==> src/rtl/udpcs_pkg.sv <==
`timescale 1ns / 1ps
// ----------------------------------------------------------------------------
// udpcs_pkg
// Shared types, constants and the ones'-complement adder for the UDP
// checksum core.
// ----------------------------------------------------------------------------
package udpcs_pkg;

  // protocol word of the pseudo-header (UDP)
  localparam logic [15:0] UDP_PROTOCOL_WORD = 16'h0011;
  // mask applied to a word holding a single valid byte
  localparam logic [15:0] ODD_BYTE_MASK = 16'hff00;
  localparam logic [15:0] WORD_ONES = 16'hffff;

  // configuration register indexes
  localparam logic [1:0] REG_SOURCE_ADDRESS      = 2'd0;
  localparam logic [1:0] REG_DESTINATION_ADDRESS = 2'd1;
  localparam logic [1:0] REG_CHECKSUM_MODE       = 2'd2;

  localparam int CFG_DATA_WIDTH = 32;

  // checksum modes
  typedef enum logic [1:0] {
    MODE_NORMAL = 2'd0,
    MODE_NONE   = 2'd1,
    MODE_BAD    = 2'd2,
    MODE_HW     = 2'd3
  } checksum_mode_t;

  // input transfer payload
  typedef struct packed {
    logic [15:0] data_word;
    logic [1:0]  valid_bytes;
    logic        last_word;
  } udpcs_in_t;

  // result transfer payload
  typedef struct packed {
    logic [15:0] checksum;
    logic [15:0] datagram_length;
    logic        length_overflow;
  } udpcs_out_t;

  // finished datagram totals handed from accumulator to finisher
  typedef struct packed {
    logic [15:0] data_sum;
    logic [15:0] byte_count;
    logic        overflow;
  } udpcs_fin_t;

  // 16-bit ones'-complement add with end-around carry
  function automatic logic [15:0] oc_add(input logic [15:0] a, input logic [15:0] b);
    logic [16:0] s;
    s = {1'b0, a} + {1'b0, b};
    return s[15:0] + {15'b0, s[16]};
  endfunction

endpackage

==> src/rtl/udpcs_cfg.sv <==
`timescale 1ns / 1ps
// ----------------------------------------------------------------------------
// udpcs_cfg
// Configuration registers and the registered address part of the
// pseudo-header sum.
// ----------------------------------------------------------------------------
module udpcs_cfg import udpcs_pkg::*; (
  input  logic                      clk,
  input  logic                      rst,
  input  logic                      cfg_wr_en,
  input  logic [1:0]                cfg_index,
  input  logic [CFG_DATA_WIDTH-1:0] cfg_wdata,
  output logic [15:0]               addr_sum,
  output checksum_mode_t            mode
);

  logic [31:0] source_address;
  logic [31:0] destination_address;
  logic [15:0] addr_sum_next;

  // register writes
  always_ff @(posedge clk) begin
    if (rst) begin
      source_address      <= '0;
      destination_address <= '0;
      mode                <= MODE_NORMAL;
    end else if (cfg_wr_en) begin
      unique case (cfg_index)
        REG_SOURCE_ADDRESS:      source_address      <= cfg_wdata[31:0];
        REG_DESTINATION_ADDRESS: destination_address <= cfg_wdata[31:0];
        REG_CHECKSUM_MODE:       mode                <= checksum_mode_t'(cfg_wdata[1:0]);
        default: ;
      endcase
    end
  end

  // addresses and protocol word folded together
  always_comb begin
    addr_sum_next = oc_add(source_address[31:16], source_address[15:0]);
    addr_sum_next = oc_add(addr_sum_next, destination_address[31:16]);
    addr_sum_next = oc_add(addr_sum_next, destination_address[15:0]);
    addr_sum_next = oc_add(addr_sum_next, UDP_PROTOCOL_WORD);
  end

  always_ff @(posedge clk) begin
    if (rst) begin
      addr_sum <= UDP_PROTOCOL_WORD;
    end else begin
      addr_sum <= addr_sum_next;
    end
  end

endmodule

==> src/rtl/udpcs_accum.sv <==
`timescale 1ns / 1ps
// ----------------------------------------------------------------------------
// udpcs_accum
// Running ones'-complement sum and byte count over the word stream; hands
// the totals of each finished datagram to a holding register.
// ----------------------------------------------------------------------------
module udpcs_accum import udpcs_pkg::*; (
  input  logic       clk,
  input  logic       rst,
  input  logic       in_take,
  input  udpcs_in_t  in_item,
  input  logic       fin_take,
  output logic       fin_valid,
  output udpcs_fin_t fin
);

  logic [15:0] running_sum;
  logic [15:0] byte_count;
  logic        count_overflowed;

  logic [15:0] word;
  logic [1:0]  nbytes;
  logic [16:0] count_wide;
  logic [15:0] running_sum_next;
  logic [15:0] byte_count_next;
  logic        count_overflowed_next;

  // add the incoming word to the totals
  always_comb begin
    nbytes = (in_item.valid_bytes == 2'd3) ? 2'd2 : in_item.valid_bytes;
    word   = (nbytes == 2'd1) ? (in_item.data_word & ODD_BYTE_MASK) : in_item.data_word;
    count_wide            = {1'b0, byte_count} + {15'b0, nbytes};
    running_sum_next      = running_sum;
    byte_count_next       = byte_count;
    count_overflowed_next = count_overflowed;
    if (nbytes != 2'd0) begin
      running_sum_next      = oc_add(running_sum, word);
      byte_count_next       = count_wide[15:0];
      count_overflowed_next = count_overflowed | count_wide[16];
    end
  end

  // accumulators, cleared after each datagram
  always_ff @(posedge clk) begin
    if (rst) begin
      running_sum      <= '0;
      byte_count       <= '0;
      count_overflowed <= 1'b0;
    end else if (in_take) begin
      if (in_item.last_word) begin
        running_sum      <= '0;
        byte_count       <= '0;
        count_overflowed <= 1'b0;
      end else begin
        running_sum      <= running_sum_next;
        byte_count       <= byte_count_next;
        count_overflowed <= count_overflowed_next;
      end
    end
  end

  // holding register for finished totals
  always_ff @(posedge clk) begin
    if (rst) begin
      fin_valid <= 1'b0;
    end else if (in_take && in_item.last_word) begin
      fin_valid <= 1'b1;
    end else if (fin_take) begin
      fin_valid <= 1'b0;
    end
  end

  always_ff @(posedge clk) begin
    if (in_take && in_item.last_word) begin
      fin.data_sum   <= running_sum_next;
      fin.byte_count <= byte_count_next;
      fin.overflow   <= count_overflowed_next;
    end
  end

endmodule

==> src/rtl/udpcs_final.sv <==
`timescale 1ns / 1ps
// ----------------------------------------------------------------------------
// udpcs_final
// Adds the pseudo-header to the finished totals, applies the checksum mode
// and holds the result in the output register.
// ----------------------------------------------------------------------------
module udpcs_final import udpcs_pkg::*; (
  input  logic           clk,
  input  logic           rst,
  input  logic           fin_valid,
  input  udpcs_fin_t     fin,
  input  logic [15:0]    addr_sum,
  input  checksum_mode_t mode,
  output logic           fin_take,
  output logic           out_valid,
  input  logic           out_stall,
  output udpcs_out_t     out_data
);

  logic        out_free;
  logic [15:0] pseudo;
  logic [15:0] total;
  logic [15:0] inv_total;
  logic [15:0] bumped;
  logic [15:0] result;

  assign out_free = !out_valid || !out_stall;
  assign fin_take = fin_valid && out_free;

  // pseudo-header, total and mode selection
  always_comb begin
    pseudo    = oc_add(addr_sum, fin.byte_count);
    total     = oc_add(pseudo, fin.data_sum);
    inv_total = ~total;
    bumped    = inv_total + 16'd1;
    unique case (mode)
      MODE_NORMAL: result = (inv_total == 16'd0) ? WORD_ONES : inv_total;
      MODE_NONE:   result = 16'd0;
      MODE_BAD:    result = (bumped == 16'd0) ? 16'd1 : bumped;
      MODE_HW:     result = pseudo;
      default:     result = 16'd0;
    endcase
  end

  // output register
  always_ff @(posedge clk) begin
    if (rst) begin
      out_valid <= 1'b0;
    end else if (out_free) begin
      out_valid <= fin_valid;
    end
  end

  always_ff @(posedge clk) begin
    if (fin_take) begin
      out_data.checksum        <= result;
      out_data.datagram_length <= fin.byte_count;
      out_data.length_overflow <= fin.overflow;
    end
  end

endmodule

==> src/rtl/udp_checksum_with_pseudo_header_core.sv <==
`timescale 1ns / 1ps
// ----------------------------------------------------------------------------
// udp_checksum_with_pseudo_header_core
// UDP over IPv4 checksum generator with pseudo-header insertion.
// ----------------------------------------------------------------------------
// The core takes one 16-bit datagram word per clock while in_stall is low,
// first byte in the high bits, with the checksum field of the stream zero.
// Every word is folded into a ones'-complement running sum and byte count
// the cycle it is transferred. After the last word, the result (checksum by
// mode, counted length and length-wrap flag) goes through a holding register
// and then the pseudo-header add into the output register. Datagrams may
// follow each other back to back; input stall only rises when both the
// holding and output registers are full and the output is stalled.
// Addresses and mode are sampled as the totals leave the holding register;
// the folded address sum is registered from the written address registers.
// ----------------------------------------------------------------------------
module udp_checksum_with_pseudo_header_core import udpcs_pkg::*; (
  input  logic                      clk,
  input  logic                      rst,
  input  logic                      cfg_wr_en,
  input  logic [1:0]                cfg_index,
  input  logic [CFG_DATA_WIDTH-1:0] cfg_wdata,
  input  logic                      in_valid,
  output logic                      in_stall,
  input  udpcs_in_t                 in_data,
  output logic                      out_valid,
  input  logic                      out_stall,
  output udpcs_out_t                out_data
);

  logic           in_take;
  logic           fin_valid;
  logic           fin_take;
  udpcs_fin_t     fin;
  logic [15:0]    addr_sum;
  checksum_mode_t mode;

  // stall only when the holding register cannot drain
  assign in_stall = fin_valid && !fin_take;
  assign in_take  = in_valid && !in_stall;

  udpcs_cfg u_cfg (
    .clk       (clk),
    .rst       (rst),
    .cfg_wr_en (cfg_wr_en),
    .cfg_index (cfg_index),
    .cfg_wdata (cfg_wdata),
    .addr_sum  (addr_sum),
    .mode      (mode)
  );

  udpcs_accum u_accum (
    .clk       (clk),
    .rst       (rst),
    .in_take   (in_take),
    .in_item   (in_data),
    .fin_take  (fin_take),
    .fin_valid (fin_valid),
    .fin       (fin)
  );

  udpcs_final u_final (
    .clk       (clk),
    .rst       (rst),
    .fin_valid (fin_valid),
    .fin       (fin),
    .addr_sum  (addr_sum),
    .mode      (mode),
    .fin_take  (fin_take),
    .out_valid (out_valid),
    .out_stall (out_stall),
    .out_data  (out_data)
  );

endmodule
==> config.mk <==
export PLATFORM = sky130hd
export DESIGN_NAME = udp_checksum_with_pseudo_header_core
export DESIGN_NICKNAME = d
export VERILOG_FILES = /design/src/rtl/udpcs_pkg.sv /design/src/rtl/udpcs_cfg.sv /design/src/rtl/udpcs_accum.sv /design/src/rtl/udpcs_final.sv /design/src/rtl/udp_checksum_with_pseudo_header_core.sv
export SDC_FILE = /design/constraint.sdc
export NUM_CORES = 1
export LEC_CHECK = 0
export ABC_AREA = 1
export BUFFER_PORTS_ARGS = -buffer_cell sky130_fd_sc_hd__buf_4
export CORE_MARGIN = 1
export CORE_UTILIZATION = 55
export CTS_CLUSTER_DIAMETER = 100
export DETAILED_ROUTE_END_ITERATION = 10
export PLACE_DENSITY_LB_ADDON = 0.15
export SETUP_SLACK_MARGIN = 0.1
export SYNTH_ARGS = -nofsm -noshare
export SYNTH_HDL_FRONTEND = slang
export SYNTH_SLANG_ARGS = --single-unit
==> constraint.sdc <==
create_clock -name clk -period 20.7 [get_ports clk]
set_input_delay 2.07 -clock clk [delete_from_list [all_inputs] [get_ports clk]]
set_output_delay 2.07 -clock clk [all_outputs]
set_load 0.01 [all_outputs]
==> flow_results.org <==
** Floorplanning
- The die covers 0.0284 mm^2.
- The die is 168 um wide.
- I/O pins :: 93
- The floorplan has 60 rows.
- Height of the chip :: 168 um
- Once the floorplan was initialized, standard cells occupied 56.3% of the core.
- The core region is 0.0270 mm^2.

** Synthesis
- Top cells by count, synth :: 606 x sky130_fd_sc_hd__nand2_1, 312 x sky130_fd_sc_hd__inv_1, 286 x sky130_fd_sc_hd__nor2_1
- In the synthesized netlist the async set-or-reset flop fraction comes to 0%.
- The number of nets handed over by synthesis was 2,499.
- Post-synth cell types :: 47
- Post-synthesis instance total :: 2,318
- Register bit count reported by yosys :: 183
- The Yosys step of the flow raised 0 warnings.
- Cell type contributing the most total cell area after synthesis :: sky130_fd_sc_hd__dfxtp_1
- Leading post-synthesis cells by cell area :: sky130_fd_sc_hd__dfxtp_1 15%, sky130_fd_sc_hd__nand2_1 15%, sky130_fd_sc_hd__edfxtp_1 13%
- In this run the mean area of a mapped cell was 6.57 um^2.
- Number of enable-type register cells in the synthesized netlist :: 66
- Sequential fraction of the synthesis area :: 28.4%
- In this run the biggest area consumer among cell types represents 15.4% of the synthesized area.
- Most frequent cell after synthesis :: sky130_fd_sc_hd__nand2_1
- Post-Syn Area :: 0.0152 mm^2
- Primary FF master, synth :: sky130_fd_sc_hd__dfxtp_1

** STA
- Headroom to the max-slew limit came out at 27.1%.
- Clock period minus final worst setup slack :: 11,360 ps
- Max Fclk :: 88.1 MHz
- Setup repair after global routing left no endpoint under its margin.
- Final setup skew :: 23.8 ps
- Slew @ Worst Pin :: 1090 ps
- In the finished design, the share of the clock period the worst path needs comes to 54.9%.
- Hold slack :: 435 ps
- Hold violation total from the final report :: 0
- Adding up every negative setup slack in the final design gives 0 ps.
- Setup violations remaining at the end of the flow were counted as 0.
- Number of slew-limit violations in the final report :: 0

** Worst setup path
- Top delay family on crit path :: simple AND/OR/NAND/NOR gates
- Setup crit end kind :: flop
- Critical R2R Launch :: u_cfg.source_address[16]
- Crit Path Class :: flop to flop
- In this design, the critical path's most frequently occurring cell is sky130_fd_sc_hd__nand2_1.
- Max Fanout on Critical Path :: 5
- On the worst path, the slowest cell contributes a delay of 510 ps.
- The largest individual stage delay along the critical path comes from the cell sky130_fd_sc_hd__nor4_1.
- Critical Path Start Type :: flop
- Crit path from :: u_cfg.source_address[16]
- Counting both buffers and inverters, the worst setup path holds a total of 4.
- Critical path data required time :: 21,040 ps
- Data on the critical path arrives at its endpoint at 11,690 ps.

** Status
- The run finished with clean final reports.

** Clock tree
- TritonCTS built the clock tree.
- Clock-pin slew was measured on the worst setup and hold paths at 80 ps.
- Count of buffers added by post-CTS timing repair for setup :: 0
- Insertion delay to the later sink of the worst-skew pair :: 460 ps
- Count of clock tree sinks :: 183
- Post-cts resize count :: 0
- No sink is reached through more buffers than the 2 on the longest clock path.
- Depth of the CTS H-tree :: 4
- TritonCTS created 17 clock buffers.
- The cell sitting at the root of the clock tree is a sky130_fd_sc_hd__clkbuf_16.
- Number of hold buffers added after CTS :: 0

** Routing
- Number of design-rule violations left by the first detailed-router iteration :: 990
- Final Routed Wirelength :: 39,100 um
- Drc violations :: 0
- Antenna Violating Nets Remaining :: 0
- Via-per-instance ratio :: 5.35
- Routed wirelength normalized by instance count :: 14.2 um
- For this block, the via count after detailed routing is 14.7k.
- The first TritonRoute pass finished after 5 iterations.

** Power
- IR analysis of the VDD net gives a maximum drop of 0.0540 mV.
- Pleak :: 0.00838 uW
- Net switching is 47.0% of the power.
- Portion of total power attributed to the clock network :: 21.4%
- The share of total power dissipated in sequential elements is 27.0%.
- Internal power comes to 822 uW.
- Total power density per cell area :: 92.1 mW/mm^2
- In this run, the combinational gates consume 51.6% of the power.
- In this run the power spent charging and discharging nets is 730 uW.

** Global routing
- Wire length of the first global-routing pass :: 65,200 um
- Global routing finished with a remaining overflow of 0.
- Antenna violations before repair :: 0
- Largest net degree at the start of global routing :: 78
- Total Routing Usage GR :: 28.4%
- The via count of the first global-routing pass came to 13.7k.

** Finish
- Fill cells in the final layout number 2,539.
- From synthesis to final layout, the design area changed by 10.7%.
- At the end of the flow the core is filled with cells to 62.4%.
- The final layout contains 2,578 nets.
- Fraction of layout instances using a drive strength above 1 :: 10.1%
- The number of antenna diodes in the final layout is 0.

** Min path
- Hold wc startpoint :: u_accum.fin[0]
- The worst hold path belongs to the class flop to flop.

** Placement
- Port bufs :: 92
- At the end of routability-driven placement, the weighted congestion stood at 0.928.
- After legalization and detailed placement, the total HPWL measured 31,700 um.

** Run
- MaxCap Viol Count :: 0
kinds of logic (layout without fill, tap and decap cells):
| kind of cell | Yosys count | after routing | share of synthesized area (%) |
|---|---|---|---|
| adders and majority gates | 123 | 123 | 10.5 |
| AOI/OAI and AO/OA | 315 | 315 | 11.3 |
| xor gates and xnor gates | 92 | 92 | 5.29 |
| DFF | 183 | 183 | 28.4 |
| buffers and inverters | 369 | 461 | 9.20 |
| and+or+nand+nor | 1236 | 1236 | 35.4 |
layout by cell type (no fill, tap or decap), types with 63 or more instances in the layout:
cell type | netlist | routed
sky130_fd_sc_hd__edfxtp_1 | 66 | 66
sky130_fd_sc_hd__dfxtp_1 | 117 | 117
sky130_fd_sc_hd__nand2_1 | 606 | 606
sky130_fd_sc_hd__o21ai_0 | 121 | 121
sky130_fd_sc_hd__ha_1 | 116 | 116
sky130_fd_sc_hd__nor2_1 | 286 | 284
sky130_fd_sc_hd__buf_4 | 0 | 99
sky130_fd_sc_hd__nand3_1 | 157 | 157
sky130_fd_sc_hd__xor2_1 | 63 | 63
sky130_fd_sc_hd__a21oi_1 | 133 | 132
sky130_fd_sc_hd__inv_1 | 312 | 311
path summary, 6_finish.rpt:
kind / to / slack (ps) / depth (start not counted)
setup / recovery: u_cfg.addr_sum[14] / 9340 / 75
hold / removal: u_final.out_data[0] / 430 / 0
hold reg to reg: u_final.out_data[0] / 430 / 0
setup reg to reg: u_cfg.addr_sum[14] / 9340 / 75
layout make-up:
cell class / instances / area (um^2) / area share [%]
clock buffers: 17 / 425 / 2.52
multi-input cells: 1766 / 9530 / 56.5
flip-flops and latches: 183 / 4320 / 25.6
repair buffers: 99 / 743 / 4.41
inverters: 330 / 1240 / 7.35
well taps: 341 / 427 / 2.53
clock inverters: 15 / 175 / 1.04
power groups by stage:
| stage | Combinational [uW] | Clock, uW | Sequential (uW) |
|---|---|---|---|
| after CTS | 792 | 336 | 419 |
| after detailed placement | 788 | 0 | 427 |
| after global placement | 776 | 0 | 426 |
| after floorplan | 602 | 0 | 424 |
| after global routing | 913 | 351 | 421 |
| final | 801 | 332 | 419 |
flip-flops by register name, summed over array words and instances, names as in the netlist:
name	count
u_cfg.destination_address	32
u_accum.byte_count	16
u_final.out_data	33
u_accum.running_sum	16
u_accum.count_overflowed	1
u_cfg.addr_sum	16
u_final.out_valid	1
u_cfg.mode	2
u_accum.fin_valid	1
u_cfg.source_address	32
u_accum.fin	33
per-layer routing:
| metal | global-route usage (%) | vias up | part of all wire (%) |
|---|---|---|---|
| met1 | 39.8 | 6666 | 49 |
| met5 | 0 | - | 0 |
| met2 | 46.4 | 345 | 44 |
| li1 | - | 7680 | - |
| met4 | 6.21 | 0 | 1.2 |
| met3 | 3.67 | 32 | 5.3 |
per-stage QoR:
step | setup slack [ps] | power (uW) | instance area (um^2) | instances
2_1_floorplan | 10860 | 1030 | 15200 | 2318
3_3_place_gp | 9890 | 1200 | 16300 | 2719
3_5_place_dp | 9500 | 1210 | 16300 | 2719
4_1_cts | 9390 | 1550 | 16900 | 2751
5_1_grt | 7880 | 1690 | 16900 | 2751
6_report | 9340 | 1550 | 16900 | 2751
Power figures use the tool's default switching activity.
